$ cat src/pts_pkg.sv
// package: constants, types and helpers for the task scheduler
package pts_pkg;
   localparam int TaskSlots = 16;
   localparam int SlotW = $clog2(TaskSlots);
   localparam int CountW = $clog2(TaskSlots + 1);
   localparam int TicksW = 23;
   localparam logic [TicksW-1:0] TicksMax = {TicksW{1'b1}};
   localparam logic [16:0] TickRateReset = 17'd100;

   typedef enum logic [2:0] {
      CMD_CREATE = 3'd0, CMD_DESTROY = 3'd1, CMD_YIELD = 3'd2, CMD_SLEEP = 3'd3,
      CMD_BLOCK = 3'd4, CMD_UNBLOCK = 3'd5, CMD_LOOKUP = 3'd6, CMD_NONE = 3'd7
   } cmd_type;

   typedef enum logic [1:0] {
      ST_READY = 2'd0, ST_RUNNING = 2'd1, ST_BLOCKED = 2'd2, ST_SLEEPING = 2'd3
   } run_state_type;

   typedef enum logic [1:0] {
      STS_DONE = 2'd0, STS_FULL = 2'd1, STS_MISSING = 2'd2, STS_IGNORED = 2'd3
   } status_type;

   // one slot's contents, moved along the chain
   typedef struct packed {
      logic                used;
      logic [15:0]         task_id;
      logic [7:0]          prio;
      run_state_type       run_state;
      logic [TicksW-1:0]   wait_ticks;
   } slot_type;

   // per-cycle control from the sequencer to every cell
   typedef struct packed {
      logic                shift;   // rotate the ring by one
      logic                write;   // overwrite the head slot with wdata
      slot_type            wdata;
   } cell_ctrl_type;
endpackage

$ cat src/pts_cell.sv
// one slot cell of the rotating slot ring
module pts_cell
   import pts_pkg::*;
(
   input  logic          clock,
   input  logic          reset,
   input  slot_type      reset_value,
   input  logic          is_head,
   input  cell_ctrl_type ctrl,
   input  slot_type      prev_slot,
   output slot_type      slot
);
   slot_type slot_ff, slot_in;

   // rotate, or take the write at the head position
   always_comb begin
      slot_in = slot_ff;
      if (ctrl.shift) begin
         slot_in = prev_slot;
      end else if (ctrl.write && is_head) begin
         slot_in = ctrl.wdata;
      end
   end

   always_ff @(posedge clock) begin
      if (reset) begin
         slot_ff <= reset_value;
      end else begin
         slot_ff <= slot_in;
      end
   end

   assign slot = slot_ff;
endmodule

$ cat src/priority_task_scheduler_table.sv
// top level: task slot ring and command sequencer
//
// channel  dir  ports
// req      in   req_valid req_ready req_command req_task_id req_priority_req req_sleep_ms
// rsp      out  rsp_valid rsp_ready rsp_status rsp_result_id rsp_running_id ...
// csr      in   csr_write_en csr_write_data
//
// slots sit in a ring of TaskSlots cells; the head cell is read and written.
// every command makes one full scan rotation; a command that writes then rotates
// to its slot; yield, sleep and destroy of the running task add a scheduling pass
// and a rotation to mark the winner, and then the result beat shows.
// reset is synchronous; a waiting result holds req_ready low until rsp_ready.
module priority_task_scheduler_table
   import pts_pkg::*;
(
   input  logic        clock,
   input  logic        reset,
   input  logic        req_valid,
   output logic        req_ready,
   input  logic [2:0]  req_command,
   input  logic [15:0] req_task_id,
   input  logic [7:0]  req_priority_req,
   input  logic [15:0] req_sleep_ms,
   output logic        rsp_valid,
   input  logic        rsp_ready,
   output logic [1:0]  rsp_status,
   output logic [15:0] rsp_result_id,
   output logic [15:0] rsp_running_id,
   output logic        rsp_switched,
   output logic [1:0]  rsp_found_state,
   output logic [7:0]  rsp_found_priority,
   output logic [22:0] rsp_found_sleep_ticks,
   input  logic        csr_write_en,
   input  logic [16:0] csr_write_data
);
   typedef enum logic [5:0] {
      S_IDLE  = 6'b000001,
      S_SCAN  = 6'b000010,   // find target / free slot, one rotation
      S_APPLY = 6'b000100,   // rotate until the target is at head, write it
      S_SCHED = 6'b001000,   // pick best ready slot, one rotation
      S_MARK  = 6'b010000,   // rotate to the chosen slot, mark running
      S_RESP  = 6'b100000
   } state_type;

   localparam logic [30:0] Recip125 = 31'd1099511627;   // floor(2^37 / 125)

   state_type state_ff, state_in;
   logic [16:0] rate_ff;
   cmd_type cmd_ff;
   logic [15:0] id_ff;
   logic [7:0] prio_ff;
   logic [15:0] ms_ff;
   logic [SlotW-1:0] pos_ff, pos_in;     // slot index at head
   logic [SlotW-1:0] cnt_ff, cnt_in;     // step counter in a pass
   logic [SlotW-1:0] tgt_ff, tgt_in;     // target slot
   logic tgt_ok_ff, tgt_ok_in;
   logic [SlotW-1:0] run_ff, run_in;     // running slot
   logic [SlotW-1:0] prev_run_ff, prev_run_in;
   logic [15:0] fresh_ff, fresh_in;
   logic [CountW-1:0] used_ff, used_in;
   logic [SlotW-1:0] best_ff, best_in;
   logic best_ok_ff, best_ok_in;
   logic [7:0] best_prio_ff, best_prio_in;
   logic [15:0] best_id_ff, best_id_in;
   logic [15:0] run_id_ff, run_id_in;
   logic [32:0] prod_ff;
   logic [23:0] q_est_ff;
   logic do_sched_ff, do_sched_in;
   logic rsp_valid_ff, rsp_valid_in;
   logic [1:0] st_ff, st_in;
   logic [15:0] rid_ff, rid_in;
   logic sw_ff, sw_in;
   logic [1:0] fst_ff, fst_in;
   logic [7:0] fpr_ff, fpr_in;
   logic [TicksW-1:0] ftk_ff, ftk_in;
   cell_ctrl_type ctrl;
   slot_type slots [TaskSlots];
   slot_type head;
   logic [TicksW-1:0] ticks;
   logic [29:0] p8;
   logic [60:0] est_prod;
   logic [30:0] q_rem;
   logic [23:0] q_fix;

   assign head = slots[0];

   // ring of cells, cell 0 is head; shifting brings cell 1 to head
   for (genvar g = 0; g < TaskSlots; g++) begin : g_cell
      slot_type rv;
      always_comb begin
         rv = '0;
         rv.used = (g == 0);
         rv.run_state = ST_READY;
      end
      pts_cell u_cell (
         .clock(clock), .reset(reset), .reset_value(rv), .is_head(g == 0),
         .ctrl(ctrl), .prev_slot(slots[(g + 1) % TaskSlots]), .slot(slots[g])
      );
   end

   // sleep ticks: ms*rate/1000 as (ms*rate >> 3)/125; the reciprocal estimate
   // is registered and is at most one low, fixed by one compare, then saturated
   always_comb begin
      p8 = prod_ff[32:3];
      est_prod = 61'(p8) * 61'(Recip125);
      q_rem = 31'(p8) - 31'(q_est_ff) * 31'd125;
      q_fix = (q_rem >= 31'd125) ? q_est_ff + 24'd1 : q_est_ff;
      ticks = (q_fix > 24'(TicksMax)) ? TicksMax : q_fix[TicksW-1:0];
   end

   assign req_ready = (state_ff == S_IDLE) && !rsp_valid_ff;

   // sequencer
   always_comb begin
      slot_type w;
      logic better;
      logic last;
      state_in = state_ff; pos_in = pos_ff; cnt_in = cnt_ff; tgt_in = tgt_ff;
      tgt_ok_in = tgt_ok_ff; run_in = run_ff; prev_run_in = prev_run_ff;
      fresh_in = fresh_ff; used_in = used_ff; best_in = best_ff;
      best_ok_in = best_ok_ff; best_prio_in = best_prio_ff; best_id_in = best_id_ff;
      run_id_in = run_id_ff; do_sched_in = do_sched_ff; rsp_valid_in = rsp_valid_ff;
      st_in = st_ff; rid_in = rid_ff; sw_in = sw_ff; fst_in = fst_ff;
      fpr_in = fpr_ff; ftk_in = ftk_ff;
      ctrl = '0;
      w = head;
      better = 1'b0;
      last = (cnt_ff == SlotW'(TaskSlots - 1));
      if (rsp_valid_ff && rsp_ready) rsp_valid_in = 1'b0;
      case (state_ff)
         S_IDLE: begin
            if (req_valid && req_ready) begin
               st_in = STS_DONE; rid_in = '0; sw_in = 1'b0;
               fst_in = '0; fpr_in = '0; ftk_in = '0;
               cnt_in = '0; tgt_ok_in = 1'b0; do_sched_in = 1'b0;
               prev_run_in = run_ff;
               state_in = S_SCAN;
            end
         end
         S_SCAN: begin
            // the ring may start anywhere; keep the lowest matching slot index
            if (!tgt_ok_ff || pos_ff < tgt_ff) begin
               if (cmd_ff == CMD_CREATE) begin
                  if (!head.used && pos_ff != '0) begin
                     tgt_ok_in = 1'b1; tgt_in = pos_ff;
                  end
               end else if (head.used && head.task_id == id_ff) begin
                  tgt_ok_in = 1'b1; tgt_in = pos_ff;
               end
            end
            ctrl.shift = 1'b1;
            pos_in = pos_ff + SlotW'(1);
            cnt_in = cnt_ff + SlotW'(1);
            if (cmd_ff == CMD_YIELD || cmd_ff == CMD_SLEEP) begin
               tgt_ok_in = 1'b1; tgt_in = run_ff;
            end
            if (last) begin
               state_in = S_APPLY;
               case (cmd_ff)
                  CMD_CREATE:  if (used_ff >= CountW'(TaskSlots) || !tgt_ok_in) begin
                     st_in = STS_FULL; state_in = S_RESP;
                  end
                  CMD_DESTROY, CMD_BLOCK, CMD_UNBLOCK, CMD_LOOKUP: begin
                     if (!tgt_ok_in) begin
                        st_in = STS_MISSING; state_in = S_RESP;
                     end else if (cmd_ff == CMD_DESTROY && tgt_in == '0) begin
                        st_in = STS_IGNORED; state_in = S_RESP;
                     end
                  end
                  CMD_SLEEP: if (run_ff == '0) begin
                     st_in = STS_IGNORED; state_in = S_RESP;
                  end
                  CMD_YIELD: ;
                  default: begin
                     st_in = STS_IGNORED; state_in = S_RESP;
                  end
               endcase
            end
         end
         S_APPLY: begin
            if (pos_ff != tgt_ff) begin
               ctrl.shift = 1'b1;
               pos_in = pos_ff + SlotW'(1);
            end else begin
               ctrl.write = 1'b1;
               state_in = S_RESP;
               case (cmd_ff)
                  CMD_CREATE: begin
                     w.used = 1'b1; w.task_id = fresh_ff; w.prio = prio_ff;
                     w.run_state = ST_READY; w.wait_ticks = '0;
                     rid_in = fresh_ff; fresh_in = fresh_ff + 16'd1;
                     used_in = used_ff + CountW'(1);
                  end
                  CMD_DESTROY: begin
                     w = '0; w.run_state = ST_READY;
                     used_in = used_ff - CountW'(1);
                     if (tgt_ff == run_ff) do_sched_in = 1'b1;
                  end
                  CMD_YIELD: begin
                     w.run_state = ST_READY; do_sched_in = 1'b1;
                  end
                  CMD_SLEEP: begin
                     w.run_state = ST_SLEEPING; w.wait_ticks = ticks;
                     do_sched_in = 1'b1;
                  end
                  CMD_BLOCK: w.run_state = ST_BLOCKED;
                  CMD_UNBLOCK: w.run_state = ST_READY;
                  CMD_LOOKUP: begin
                     rid_in = head.task_id; fst_in = head.run_state;
                     fpr_in = head.prio; ftk_in = head.wait_ticks;
                  end
                  default: ;
               endcase
               ctrl.wdata = w;
               if (do_sched_in) begin
                  state_in = S_SCHED; cnt_in = '0; best_ok_in = 1'b0; best_in = '0;
               end
            end
         end
         S_SCHED: begin
            // full tie on priority and id goes to the lower slot index
            better = !best_ok_ff || head.prio > best_prio_ff ||
                     (head.prio == best_prio_ff && head.task_id < best_id_ff) ||
                     (head.prio == best_prio_ff && head.task_id == best_id_ff &&
                      pos_ff < best_ff);
            if (head.used && head.run_state == ST_READY && better) begin
               best_ok_in = 1'b1; best_in = pos_ff;
               best_prio_in = head.prio; best_id_in = head.task_id;
            end
            ctrl.shift = 1'b1;
            pos_in = pos_ff + SlotW'(1);
            cnt_in = cnt_ff + SlotW'(1);
            if (last) state_in = S_MARK;
         end
         S_MARK: begin
            if (pos_ff != best_ff) begin
               ctrl.shift = 1'b1;
               pos_in = pos_ff + SlotW'(1);
            end else begin
               w.run_state = ST_RUNNING;
               ctrl.write = 1'b1; ctrl.wdata = w;
               run_in = best_ff;
               run_id_in = head.task_id;
               sw_in = (best_ff != prev_run_ff);
               state_in = S_RESP;
            end
         end
         S_RESP: begin
            if (!rsp_valid_ff) begin
               rsp_valid_in = 1'b1;
               state_in = S_IDLE;
            end
         end
         default: state_in = S_IDLE;
      endcase
   end

   // control registers
   always_ff @(posedge clock) begin
      if (reset) begin
         state_ff <= S_IDLE; rate_ff <= TickRateReset; pos_ff <= '0; run_ff <= '0;
         fresh_ff <= 16'd1; used_ff <= CountW'(1); rsp_valid_ff <= 1'b0;
         run_id_ff <= '0; cnt_ff <= '0; tgt_ok_ff <= 1'b0; do_sched_ff <= 1'b0;
         best_ok_ff <= 1'b0;
      end else begin
         state_ff <= state_in; pos_ff <= pos_in; run_ff <= run_in;
         fresh_ff <= fresh_in; used_ff <= used_in; rsp_valid_ff <= rsp_valid_in;
         run_id_ff <= run_id_in; cnt_ff <= cnt_in; tgt_ok_ff <= tgt_ok_in;
         do_sched_ff <= do_sched_in; best_ok_ff <= best_ok_in;
         if (csr_write_en) rate_ff <= csr_write_data;
      end
   end

   // payload registers
   always_ff @(posedge clock) begin
      if (req_valid && req_ready) begin
         cmd_ff <= cmd_type'(req_command); id_ff <= req_task_id;
         prio_ff <= req_priority_req; ms_ff <= req_sleep_ms;
      end
      prod_ff <= 33'(ms_ff) * 33'(rate_ff);
      q_est_ff <= est_prod[60:37];
      tgt_ff <= tgt_in; prev_run_ff <= prev_run_in;
      best_ff <= best_in; best_prio_ff <= best_prio_in; best_id_ff <= best_id_in;
      st_ff <= st_in; rid_ff <= rid_in; sw_ff <= sw_in; fst_ff <= fst_in;
      fpr_ff <= fpr_in; ftk_ff <= ftk_in;
   end

   assign rsp_valid = rsp_valid_ff;
   assign rsp_status = st_ff;
   assign rsp_result_id = rid_ff;
   assign rsp_running_id = run_id_ff;
   assign rsp_switched = sw_ff;
   assign rsp_found_state = fst_ff;
   assign rsp_found_priority = fpr_ff;
   assign rsp_found_sleep_ticks = ftk_ff;
endmodule

$ cat config.mk
export PLATFORM = sky130hd
export DESIGN_NAME = priority_task_scheduler_table
export DESIGN_NICKNAME = d
export VERILOG_FILES = /design/src/pts_pkg.sv /design/src/pts_cell.sv /design/src/priority_task_scheduler_table.sv
export SDC_FILE = /design/constraint.sdc
export NUM_CORES = 2
export LEC_CHECK = 0
export ABC_CLOCK_PERIOD_IN_PS = 19300
export BUFFER_PORTS_ARGS = -buffer_cell sky130_fd_sc_hd__buf_2
export CORE_MARGIN = 1
export CORE_UTILIZATION = 45
export DETAILED_ROUTE_END_ITERATION = 10
export SYNTH_ARGS = -nofsm -noshare
export SYNTH_HDL_FRONTEND = slang
export SYNTH_SLANG_ARGS = --single-unit
$ cat constraint.sdc
create_clock -name clock -period 19.3 [get_ports clock]
set_input_delay 0.965 -clock clock [delete_from_list [all_inputs] [get_ports clock]]
set_output_delay 0.965 -clock clock [all_outputs]
set_load 0.02 [all_outputs]
* After elaboration in Yosys (flattened, before gate mapping)
Index checks and enable logic that the tools add are counted.
** Storage, ports and cells
- Register bits :: 1064
- Latch bits :: 0
- RAM bits :: 0
- ROM bits :: 0
- Input port bits :: 65
- Output and inout bits :: 70
- Word-level logic and storage cells :: 314
- Memories :: 0
** Cells by class
- Add/sub/neg operators :: 7
- Multipliers :: 3
- Divide/modulo/power cells :: 0
- Magnitude comparators :: 7
- Eq/ne operators :: 40
- Shifts and indexed selects :: 0
- Multiplexer cells :: 88
- Bitwise logic cells :: 2
- Reductions and logical operators :: 58
** Operator list (number)
- 51-bit 2-to-1 mux :: 2
- 51-bit one-hot mux with 2 select lines :: 1
- 50-bit 2-to-1 mux :: 2
- 23-bit 2-to-1 mux :: 4
- 23-bit one-hot mux with 2 select lines :: 2
- 6-bit 2-to-1 mux :: 11
- 16-bit one-hot mux with 2 select lines :: 2
- 30-bit by 31-bit multiplier with 61-bit output, second input constant :: 1
- 25-bit one-hot mux with 2 select lines :: 1
- 4-bit 2-to-1 mux :: 12
- 6-bit one-hot mux with 6 select lines :: 1
- 16-bit by 17-bit multiplier with 33-bit output :: 1
- 16-bit == test :: 2
- 16-bit 2-to-1 mux :: 2
- 31-bit by 7-bit >= comparator with 1-bit output, second input constant :: 1
- 24-bit by 7-bit multiplier with 31-bit output, second input constant :: 1
- 30-bit by 31-bit subtractor with 31-bit output :: 1
- 24-bit by 1-bit adder with 24-bit output, second input constant :: 1
- 24-bit by 23-bit greater-than comparator with 1-bit output, second input constant :: 1
- 24-bit 2-to-1 mux :: 1
- 8-bit 2-to-1 mux :: 3
- 4-bit one-hot mux with 3 select lines :: 2
- 6-bit one-hot mux with 4 select lines :: 1
- 3-bit AND reduction :: 7
- 54 further kinds :: 142

* Longest topological paths before layout
- Depth in word-level cells :: 14
- Mapped depth :: 28
- Depth with buffers taken out :: 28

* Modules after synthesis
From an unflattened synthesis, not the netlist that was laid out.
** Unflattened totals
- Cell total of the unflattened synthesis :: 7502
- Area total of the unflattened synthesis :: 80661.1 µm²
** Modules (own cells, without submodules)
- pts_cell :: times used 16, cells each 218, area each 2590.0 µm², seq. area each 1501.4 µm²
- priority_task_scheduler_table :: times used 1, cells each 4014, area each 39221.4 µm², seq. area each 6536.3 µm²

* Least setup slack after synthesis
OpenSTA, ideal clock, no wires.
- Path kind :: register to register
- From :: register prod_ff[17]
- To :: register q_est_ff[22]
- Library setup time :: 0.123 ns
- Arrival :: 6.902 ns
- Required time :: 19.177 ns
- Setup slack :: 12.275 ns
- Cell stages (with the launch flop) :: 27
- Buffers on the path :: 0
- Clock period less this slack :: 7.025 ns
- Cell sequence :: dfxtp_1 -> ha_1 -> inv_1 -> fa_1 -> inv_1 -> fa_1 -> inv_1 -> fa_1 -> inv_1 -> fa_1 -> inv_1 -> fa_1 -> inv_1 -> fa_1 -> fa_1 -> ha_1 -> nand3_1 -> nor3_1 -> a221oi_1 -> a21oi_1 -> o311ai_1 -> nand4_1 -> a311o_1 -> a21o_1 -> o41ai_2 -> o21bai_1 -> xor2_1
** On the way
- Cells in the longest elaborated chain, start to end :: 1
** RTL lines
- from (decl) :: line priority_task_scheduler_table.sv:66 : logic [32:0] prod_ff;
- from (signal assigned) :: line priority_task_scheduler_table.sv:280 : prod_ff <= 33'(ms_ff) * 33'(rate_ff);
- 30-bit by 31-bit multiplier with 61-bit output :: line priority_task_scheduler_table.sv:105 : est_prod = 61'(p8) * 61'(Recip125);
- named net est_prod[59] :: line priority_task_scheduler_table.sv:81 : logic [60:0] est_prod;
- to (signal assigned) :: line priority_task_scheduler_table.sv:281 : q_est_ff <= est_prod[60:37];
- to (decl) :: line priority_task_scheduler_table.sv:67 : logic [23:0] q_est_ff;
The timed path passes the listed nets, and every way through them passes these cells.
A chain may end at the register's enable or synchronous reset.

* Worst setup path in the final report
- From :: register prod_ff[22]
- To :: register q_est_ff[23]
Same word-level chain as after synthesis.

==> summary.txt <==
Run status
  • Status: finished, final reports clean

Global route
  • Tot GR Track Use: 0.2129
  • Number of global-route vias before repair: 46942
  • Initial antenna violation count: 4
  • Met2 Track Usage GR: 0.3541
  • Gr busiest metal: met2
  • Global Route met3 Usage: 0.02431
  • Overflow left after global routing: 0
  • Largest net degree at the start of global routing: roughly 220
  • Met1 Use GR: 0.2924
  • First-pass GRT wire length: 254900 µm

STA
  • Fin. max-slew vios: 0
  • Clock skew: ~0.08 ns
  • Slew @ Worst Pin: between 1 and 1.5 ns
  • Fmax: approximately 120 MHz
  • Fin crit period: about 8.3 ns
  • # setup viols final: 0
  • Setup_tns: 0 ns
  • RSZ-0062 raised after global routing: false
  • Relative slew slack: 0.2297
  • Fin crit share: 0.4279
  • Final hold violations: 0

Cells and area
  • Area growth syn-to-layout: 8.700%
  • Share of cells above drive strength 1: 0.05442
  • Nets@finish: ~8600
  • Footprint of the multi-input gates: about 39000 µm²
  • Register area: approximately 23000 µm²
  • N_diodes: 0
  • Fillcell total: ~14000

CTS
  • Clock Root Buffer: clkbuf_16
  • Post-CTS Resized: 0
  • Post-CTS Hold Fix Bufs: 0
  • CTS max path bufs: 3
  • Clk_lat worst skew: ~0.76 ns
  • Clock sink total: approximately 1100
  • Setup bufs post-CTS: 0
  • CTS tree: done
  • Worst-path clk slew: approximately 0.060 ns
  • Cts bufs inserted: 112
  • H-tree lvl count: 3

Critical path
  • Crit path max-delay cell type: dfxtp_1
  • WP data required: between 15 and 20 ns
  • Worst R2R Path Depth: 24
  • Crit. End Element: register
  • CP arrival: around 8.8 ns
  • Worst setup path start: prod_ff[22]
  • Crit path max-delay family: adder cells
  • Cell depth of the worst setup path: 24
  • Crit-path max cell delay: between 0.7 and 0.8 ns
  • Crit path cell chain: inv_1 > ha_1 > fa_1 > inv_1 > fa_1 > inv_1 > fa_1 > fa_1 > fa_1 > inv_1 > fa_1 > ha_1 > ha_1 > a21o_1 > a21o_1 > a21oi_1 > o211ai_1 > o311ai_1 > nand4_1 > a311o_1 > a21o_1 > o41ai_2 > nand4b_1 > o311ai_0
  • Crit-path max FO: 9
  • R2r startpoint: prod_ff[22]
  • Crit path top cell by count: fa_1
  • Reg-to-reg critical path endpoint: q_est_ff[23]
  • Buf/Inv on CP: 4
  • Critical path destination: q_est_ff[23]
  • Critical Path Source Type: register
  • Worst reg-to-reg setup slack: 11.04 ns
  • Crit path kind: reg2reg

Die
  • Initial Utilization: 0.4540
  • DIE WIDTH: ~390 µm
  • Row count: 140
  • Die Ht: between 300 and 400 µm
  • Top-Level Pins: between 100 and 150
  • Die ar.: 148700 µm²
  • Core Box Area: 145900 µm²

Logic synthesis
  • Synth Area in Simple Gates: 0.1518
  • Post-Synth Adder-Cell Area: 0.3068
  • Syn_nets: ~8700
  • Most common cell in the netlist: nand2_1
  • Mean Syn Cell Area: 8.980 µm²
  • Ys flop type: dfxtp_1
  • Synth top area share: 0.2811
  • Post-synthesis xor/xnor area fraction: 0.01428
  • Ys Warns: 0
  • Post-synth top area cell: dfxtp_1
  • Count of cell types in the netlist: slightly above 90
  • Post-synth top cells: nand2_1, inv_1, dfxtp_1
  • Multiplexer area fraction after synthesis: 0.003532
  • Complex-gate fraction of the synthesized area: 0.1075
  • Largest family of logic cells by synthesized area: adder cells
  • Sequential fraction of the synthesis area: 0.3405
  • Number of synthesized flops with an enable pin: between 100 and 150
  • Seq cells post-synth: 1061
  • Top cells by area, synth: dfxtp_1, fa_1, ha_1
  • Gate count of the mapped netlist: ~7400
  • Synth async-reset ratio: 0
  • Cell Area, Synth: 66240 µm²

Routing
  • Avg Vias per Cell: between 5 and 6
  • Final WL: 158300 µm
  • Post-route ant nets: 0
  • DRT iter0 DRCs: roughly 3100
  • Avg WL per Cell: 16.98 µm
  • Post-detailed-route DRC marker count: 0
  • Drt first pass iters: 6
  • Via count: about 48000

Worst hold path
  • Worst min-delay path category: in2reg

Flow run
  • Max-cap violations: 0

Placed design
  • Port Buffers: ~130
  • Final HPWL DP: between 100000 and 150000 µm
  • RePlAce Congestion: approximately 0.96
-- cell families after synthesis --
kind of cell               Yosys count
AOI/OAI and AO/OA                 1238
xor gates and xnor gates           108
adders and majority gates         1247
buffers and inverters             1308
DFF                               1061
muxes                               23
and+or+nand+nor                   2391
-- cells in the final DEF (no fill, tap or decap), types with 22 or more instances in the layout --
| cell | n |
|---|---|
| nand2b_1 | 22 |
| a21oi_1 | 900 |
| inv_1 | 959 |
| o21ai_0 | 52 |
| and2_1 | 179 |
| nor2_1 | 145 |
| clkbuf_1 | 27 |
| clkbuf_8 | 25 |
| xor2_1 | 33 |
| nand4_1 | 37 |
| buf_4 | 33 |
| dfxtp_1 | 930 |
| a31oi_1 | 29 |
| nand2_1 | 1821 |
| edfxtp_1 | 131 |
| buf_2 | 133 |
| a21o_1 | 51 |
| xnor2_1 | 75 |
| nor3_1 | 26 |
| clkbuf_16 | 117 |
| nand3_1 | 50 |
| ha_1 | 618 |
| fa_1 | 629 |
-- through the flow --
stage / cells / worst slack (ns) / hold slack, ns / area [µm²] / util
2_1_floorplan: 7376 / 12.28 / 0.4255 / 66240 / -
5_1_grt: 9322 / 10.60 / 0.3361 / 72000 / 0.4935
4_1_cts: 9322 / 11.02 / 0.3160 / 72000 / 0.4935
6_report: 9322 / 11.04 / 0.3818 / 72000 / 0.4935
3_5_place_dp: 9113 / 11.05 / 0.4432 / 68230 / 0.4676
3_3_place_gp: 9113 / 11.08 / 0.4381 / 68230 / 0.4676
-- flip-flops by register name (all words and copies together) (netlist names), 16 cells and up --
name	cells
g_cell.u_cell.slot	800
prod_ff	30
q_est_ff	24
rsp_found_sleep_ticks	23
rate_ff	17
best_id_ff	16
fresh_ff	16
id_ff	16
ms_ff	16
rsp_result_id	16
rsp_running_id	16
-- layer usage --
layer | vias to the layer above | share of wire | wire length (µm)
met5 | - | 0 | 0
li1 | 23407 | - | -
met1 | 23169 | 0.46 | 73350
met2 | 860 | 0.47 | 75130
met3 | 216 | 0.038 | 6035
met4 | 0 | 0.024 | 3740
-- how the worst min path moves through the flow --
stage,start,to,cells past startpoint
2_1_floorplan,g_cell[1].u_cell.slot[49],g_cell[0].u_cell.slot[49],2
3_3_place_gp,g_cell[7].u_cell.slot[25],g_cell[7].u_cell.slot[25],2
3_5_place_dp,g_cell[10].u_cell.slot[15],g_cell[10].u_cell.slot[15],2
4_1_cts,req_task_id[12],id_ff[12],1
5_1_grt,req_task_id[3],id_ff[3],1
6_report,req_task_id[12],id_ff[12],1
-- layout make-up --
cell class / instances / share of cell area
Clock buffer: 169 / 0.04685
Clock inverter: 40 / 0.005561
Inverter: 960 / 0.05005
Multi-Input combinational cell: 5007 / 0.5379
Sequential cell: 1061 / 0.3132
Tap cell: 1917 / 0.03331
Timing Repair Buffer: 168 / 0.01317
Power is left out: the tool's default activity adds up to more than one toggle a clock period on the data nets, which glitch-free logic cannot reach.
